<file path="config.mk">
export PLATFORM = sky130hd
export DESIGN_NAME = tmi_stack
export DESIGN_NICKNAME = d
export VERILOG_FILES = /design/src/rtl/tmi_stack.sv
export SDC_FILE = /design/constraint.sdc
export NUM_CORES = 1
export LEC_CHECK = 0
export BUFFER_PORTS_ARGS = -buffer_cell sky130_fd_sc_hd__buf_2
export CORE_MARGIN = 2
export CORE_UTILIZATION = 45
export CTS_BUF_LIST = sky130_fd_sc_hd__clkbuf_8
export CTS_CLUSTER_SIZE = 12
export DETAILED_ROUTE_END_ITERATION = 12
export SLEW_MARGIN = 40
export SYNTH_ARGS = -nofsm -noshare
export SYNTH_HDL_FRONTEND = slang
export SYNTH_SLANG_ARGS = --single-unit
</file>
<file path="constraint.sdc">
create_clock -name i_clk -period 2.24 [get_ports i_clk]
set_clock_uncertainty 0.2 [all_clocks]
set_input_delay 0.112 -clock i_clk [delete_from_list [all_inputs] [get_ports i_clk]]
set_output_delay 0.112 -clock i_clk [all_outputs]
set_load 0.01 [all_outputs]
</file>
<file path="src/rtl/tmi_stack.sv">
module tmi_stack #(
    parameter int DEPTH = 16,
    parameter int IDX_W = 4
) (
    input  logic             i_clk,
    input  logic             i_rd_en,
    input  logic [IDX_W-1:0] i_rd_idx,
    output logic [15:0]      o_rd_data,
    input  logic             i_wr_en,
    input  logic [IDX_W-1:0] i_wr_idx,
    input  logic [15:0]      i_wr_data
);

    logic [15:0] mem [DEPTH];
    logic [15:0] r_rd_data;

    always_ff @(posedge i_clk) begin
        if (i_wr_en) begin
            mem[i_wr_idx] <= i_wr_data;
        end
        if (i_rd_en) begin
            r_rd_data <= mem[i_rd_idx];
        end
    end

    assign o_rd_data = r_rd_data;

endmodule

</file>
* After elaboration in Yosys (flattened, before gate mapping)
Memory sizes are Yosys's and may differ from the RTL's. A register that Yosys moved wholly into a read port is not among the register bits.
Cells that the tools add are included.
** Cells by class
- Div/mod/pow operators :: 0
- $mul :: 0
- Magnitude comparators :: 0
- Mux-type cells :: 2
- Equality and inequality tests :: 0
- Bitwise gates (word level) :: 0
- $add $sub $neg :: 0
- Shifts and indexed selects :: 0
- Reduce and logical (&&, ||, !) cells :: 0
** Operators by type and width (number)
- 2-to-1 mux 1 bit :: 2
** Storage, ports and cells
- RAM bits :: 256
- Memories kept :: 1
- Input bits :: 27
- Output and inout bits :: 16
- Bits in registers :: 0
- ROM bits :: 0
- Latch bits :: 0
** Memories
- mem :: depth 16, bits a word 16, rd ports 1, clocked after memory_dff 1, write ports 1, RTL line 14 : logic [15:0] mem [DEPTH];

* Logic depth before layout (Yosys ltp)
- Depth after elaboration :: 2
- Gate-level depth with buffers :: 5
- Depth with buffers taken out :: 3

* Least setup slack after synthesis
Ideal clock, no wire load.
- Kind :: input port to flip-flop
- Start point :: input i_wr_idx[2]
- End point :: memory mem[0][0], enable pin
- Data required time :: 1.631 ns
- Setup time :: 0.409 ns
- Stages :: 2
- Arrival :: 1.758 ns
- Path buffers :: 0
- Path slack :: -0.127 ns
- Cell sequence :: or3b_2 -> nor3_1
** RTL lines
- from (decl) :: RTL line 10 : input logic [IDX_W-1:0] i_wr_idx,
- to (decl) :: RTL line 14
No word-level cell before the write port.

* Worst setup path after layout
- Start point :: input i_wr_idx[2]
- End point :: memory mem[7][8], enable pin
No word-level cell before the write port.

==> impl_metrics.yaml <==
worst_hold_path:
  whs_path_depth: 3
  hold_path.class: "primary input to register"
  whs_endpoint: "mem[0][3]$_DFFE_PP_"
  hp-start: "i_wr_idx[1]"
logic_synthesis:
  synthArstFlopShare_pct: 0
  synth_warnings: 0
  ys_seq_elements: 272
  synth_edf_count: 272
  synthTopCellsByCount: "edfxtp_1 (272), mux4_2 (54), a22oi_1 (32)"
  seq_area_frac_synth_pct: 80.0
  synth.distinct_cells: 18
  synth_top_area_share_pct: 80.0
  yosys_most_used_dff: "edfxtp_1"
  yosysTopAreaCell: "edfxtp_1"
  synth.avg_cell_area_um2: 23.6
  syn_area_mm2: 0.0102
  synthTopCellsByArea: "edfxtp_1 (80%), mux4_2 (12%), mux4_1 (2.6%)"
  syn_nets: 459
  synth_most_common_cell: "edfxtp_1"
  syn_inst: 432
cts:
  clk_latency_ns: 0.54
  cts_root_buf: "clkbuf_8"
  cts.path.max_buffers: 3
  htreeDepth: 2
  cts_buffers: 45
  cts_tree: "built"
  clkTransAtPathRegs_ns: 0.06
  cts-resized-gates: 0
  cts_sinks: 272
worst_setup_path:
  cp_max_fo: 4
  slowest_delay_ns: 0.63
  crit_buf_inv: 4
  timing.critical_path.mode_cell: "dlygate4sd3_1"
  rrSetupSlack_ns: 0.57
  r2r_start: "mem[1][10]$_DFFE_PP_"
  path_cells: "dlygate4sd3_1 > buf_2 > nand3b_1 > dlygate4sd3_1 > nor2_2 > dlygate4sd3_1"
  r2r_cells: 3
  critical_path_class: "primary input to register"
  arrival_ns: 2.27
  critPathLaunchType: "primary input"
  cp_top_family: "buffers and inverters"
  crit_required_ns: 2.29
  timing.rr.end: "o_rd_data[10]$_DFFE_PP_"
  crit_path_end_kind: "register"
  critPathSlowestCell: "dlygate4sd3_1"
timing:
  whs_ns: 0.0522
  slew-limit-headroom_pct: 44.1
  tns_ns: 0
  tightest_slew_ns: 0.835
  drv_slew: 0
  final_hold_viol_count: 0
  finalCritPeriodShare_pct: 99.3
  final.min_clock_period_ns: 2.22
  finalSetupViolations: 0
  max_freq_mhz: 450
  rsz0062_at_grt: "no"
power:
  p_total_w: 0.0102
  p_int_w: 0.00803
  power_density_mw_per_mm2: 847
  swShare_pct: 21.3
  seqPwrFrac_pct: 56.5
  leakage_nw: 4.00
  max-vdd-ir-drop_v: 0.000474
  netSwitchingPower_w: 0.00218
  clkPwrFrac_pct: 38.1
  p_comb_share_pct: 5.4
final_layout:
  multi_input_area_mm2: 0.00197
  seq_area_mm2: 0.00817
  diodes: 0
  area_delta_synth_final_pct: 18.2
  nNetsFinal: 579
  drive_gt1_share_pct: 33.3
  fillCellCount: 1747
placement:
  hpwl_mm: 11.9
  io_buffers: 42
  place_congestion: 0.734
floorplan:
  fp-row-count: 55
  initial_core_util_pct: 45.5
  fp.dieArea_mm2: 0.0239
  dieHeight_um: 155
  die-width_um: 155
  core_mm2: 0.0224
  pin_count: 43
route:
  wire_per_inst_um: 24.4
  drt_iter0_markers: 323
  num_vias: 4860
  drc: 0
  drt_wl_total_mm: 21.3
  ant_nets: 0
  firstDrtPassIters: 4
  vias_per_cell: 5.58
global_routing:
  grt_pass1_vias: 5260
  grt_max_degree: 37
  grt-ovfl-total: 0
  grt_usage_pct: 18.5
  grt_pass1_wl_mm: 32.1
  antenna_found_initial: 0
run_status:
  status: "finished, final reports clean"
run:
  max-cap-violations: 0
==> worst max path at each step <==
| stage | start | end | slack [ns] | cells after the start |
|---|---|---|---|---|
| 2_1_floorplan | i_wr_idx[2] | mem[8][0]$_DFFE_PP_ | 0.17 | 2 |
| 3_3_place_gp | i_rd_idx[0] | o_rd_data[11]$_DFFE_PP_ | 0.25 | 5 |
| 3_5_place_dp | i_rd_idx[0] | o_rd_data[10]$_DFFE_PP_ | 0.23 | 5 |
| 4_1_cts | i_wr_en | mem[7][9]$_DFFE_PP_ | 0.09 | 6 |
| 5_1_grt | i_wr_idx[2] | mem[7][8]$_DFFE_PP_ | 0.01 | 6 |
| 6_report | i_wr_idx[2] | mem[7][8]$_DFFE_PP_ | 0.02 | 6 |
==> sequential cells by signal, summed over array words and instances, names as in the netlist <==
| register | cells |
|---|---|
| mem | 256 |
| o_rd_data | 16 |
==> per-stage QoR <==
step	util, %	cells	worst slack, ns	instance area (um^2)
6_report	53.7	871	0.0163	12100
5_1_grt	53.7	871	0.0102	12100
4_1_cts	53.7	871	0.0919	12100
3_5_place_dp	49.1	766	0.229	11000
3_3_place_gp	49.0	766	0.250	11000
2_1_floorplan	-	432	0.173	10200
==> cells in the final DEF, fill, tap and decap left out <==
cell | netlist | routed
dlygate4sd3_1 | 0 | 24
buf_4 | 3 | 22
clkbuf_8 | 0 | 47
mux4_2 | 54 | 54
nand3_1 | 1 | 1
bufinv_16 | 0 | 1
edfxtp_1 | 272 | 272
buf_2 | 3 | 41
and2_2 | 0 | 1
nand3b_1 | 2 | 2
clkinv_2 | 0 | 3
nor3_4 | 0 | 1
nand2b_1 | 2 | 2
nor3_2 | 0 | 3
buf_12 | 0 | 7
nor2_1 | 13 | 1
or3b_2 | 1 | 1
clkinvlp_4 | 0 | 2
nor2_2 | 0 | 12
nand2_1 | 17 | 17
inv_1 | 0 | 16
a22oi_1 | 32 | 32
mux4_1 | 10 | 10
clkinv_1 | 0 | 12
nor2b_1 | 2 | 2
==> layer usage <==
layer	share of wire [%]	wire length, um	global-route usage (%)
met3	6.2	1320	4.23
met4	1.7	371	5.95
met5	0	0	0
met1	43	9110	26.0
met2	49	10500	29.3
==> tightest hold or removal path, cell delays in order <==
cell and delay, ns:
buf_2 0.18, nor3_4 0.06, buf_4 0.22
==> area by class of cell <==
cell class	instances	share of cell area, %
Clock buffer	47	5.37
Clock inverter	34	1.37
Multi-Input combinational cell	139	16.3
Sequential cell	272	67.7
Tap cell	285	2.96
Timing Repair Buffer	94	6.23
==> logic make-up (layout without fill, tap and decap cells) <==
logic type      count (synthesis)  in the layout  synth area share (%)
flops                         272            272                  80.0
mux                            64             64                  14.5
simple gates                   43             43                  1.89
compound gates                 32             32                  2.35
buf+inv                        21            175                  1.21
==> power by group through the flow <==
stage          Clock (W)  Combinational (W)  Sequential (W)
6_report         0.00389           0.000552         0.00577
4_1_cts          0.00400           0.000563         0.00577
2_1_floorplan          0           0.000278         0.00588
3_5_place_dp           0           0.000531         0.00587
3_3_place_gp           0           0.000517         0.00587
5_1_grt          0.00423           0.000598         0.00577
==> repair_timing <==
item,4_1_cts,5_1_grt
hold endpoints to repair,276,0
buffers inserted,0,0
hold buffers,24,0
(Power assumes the default switching activity.)
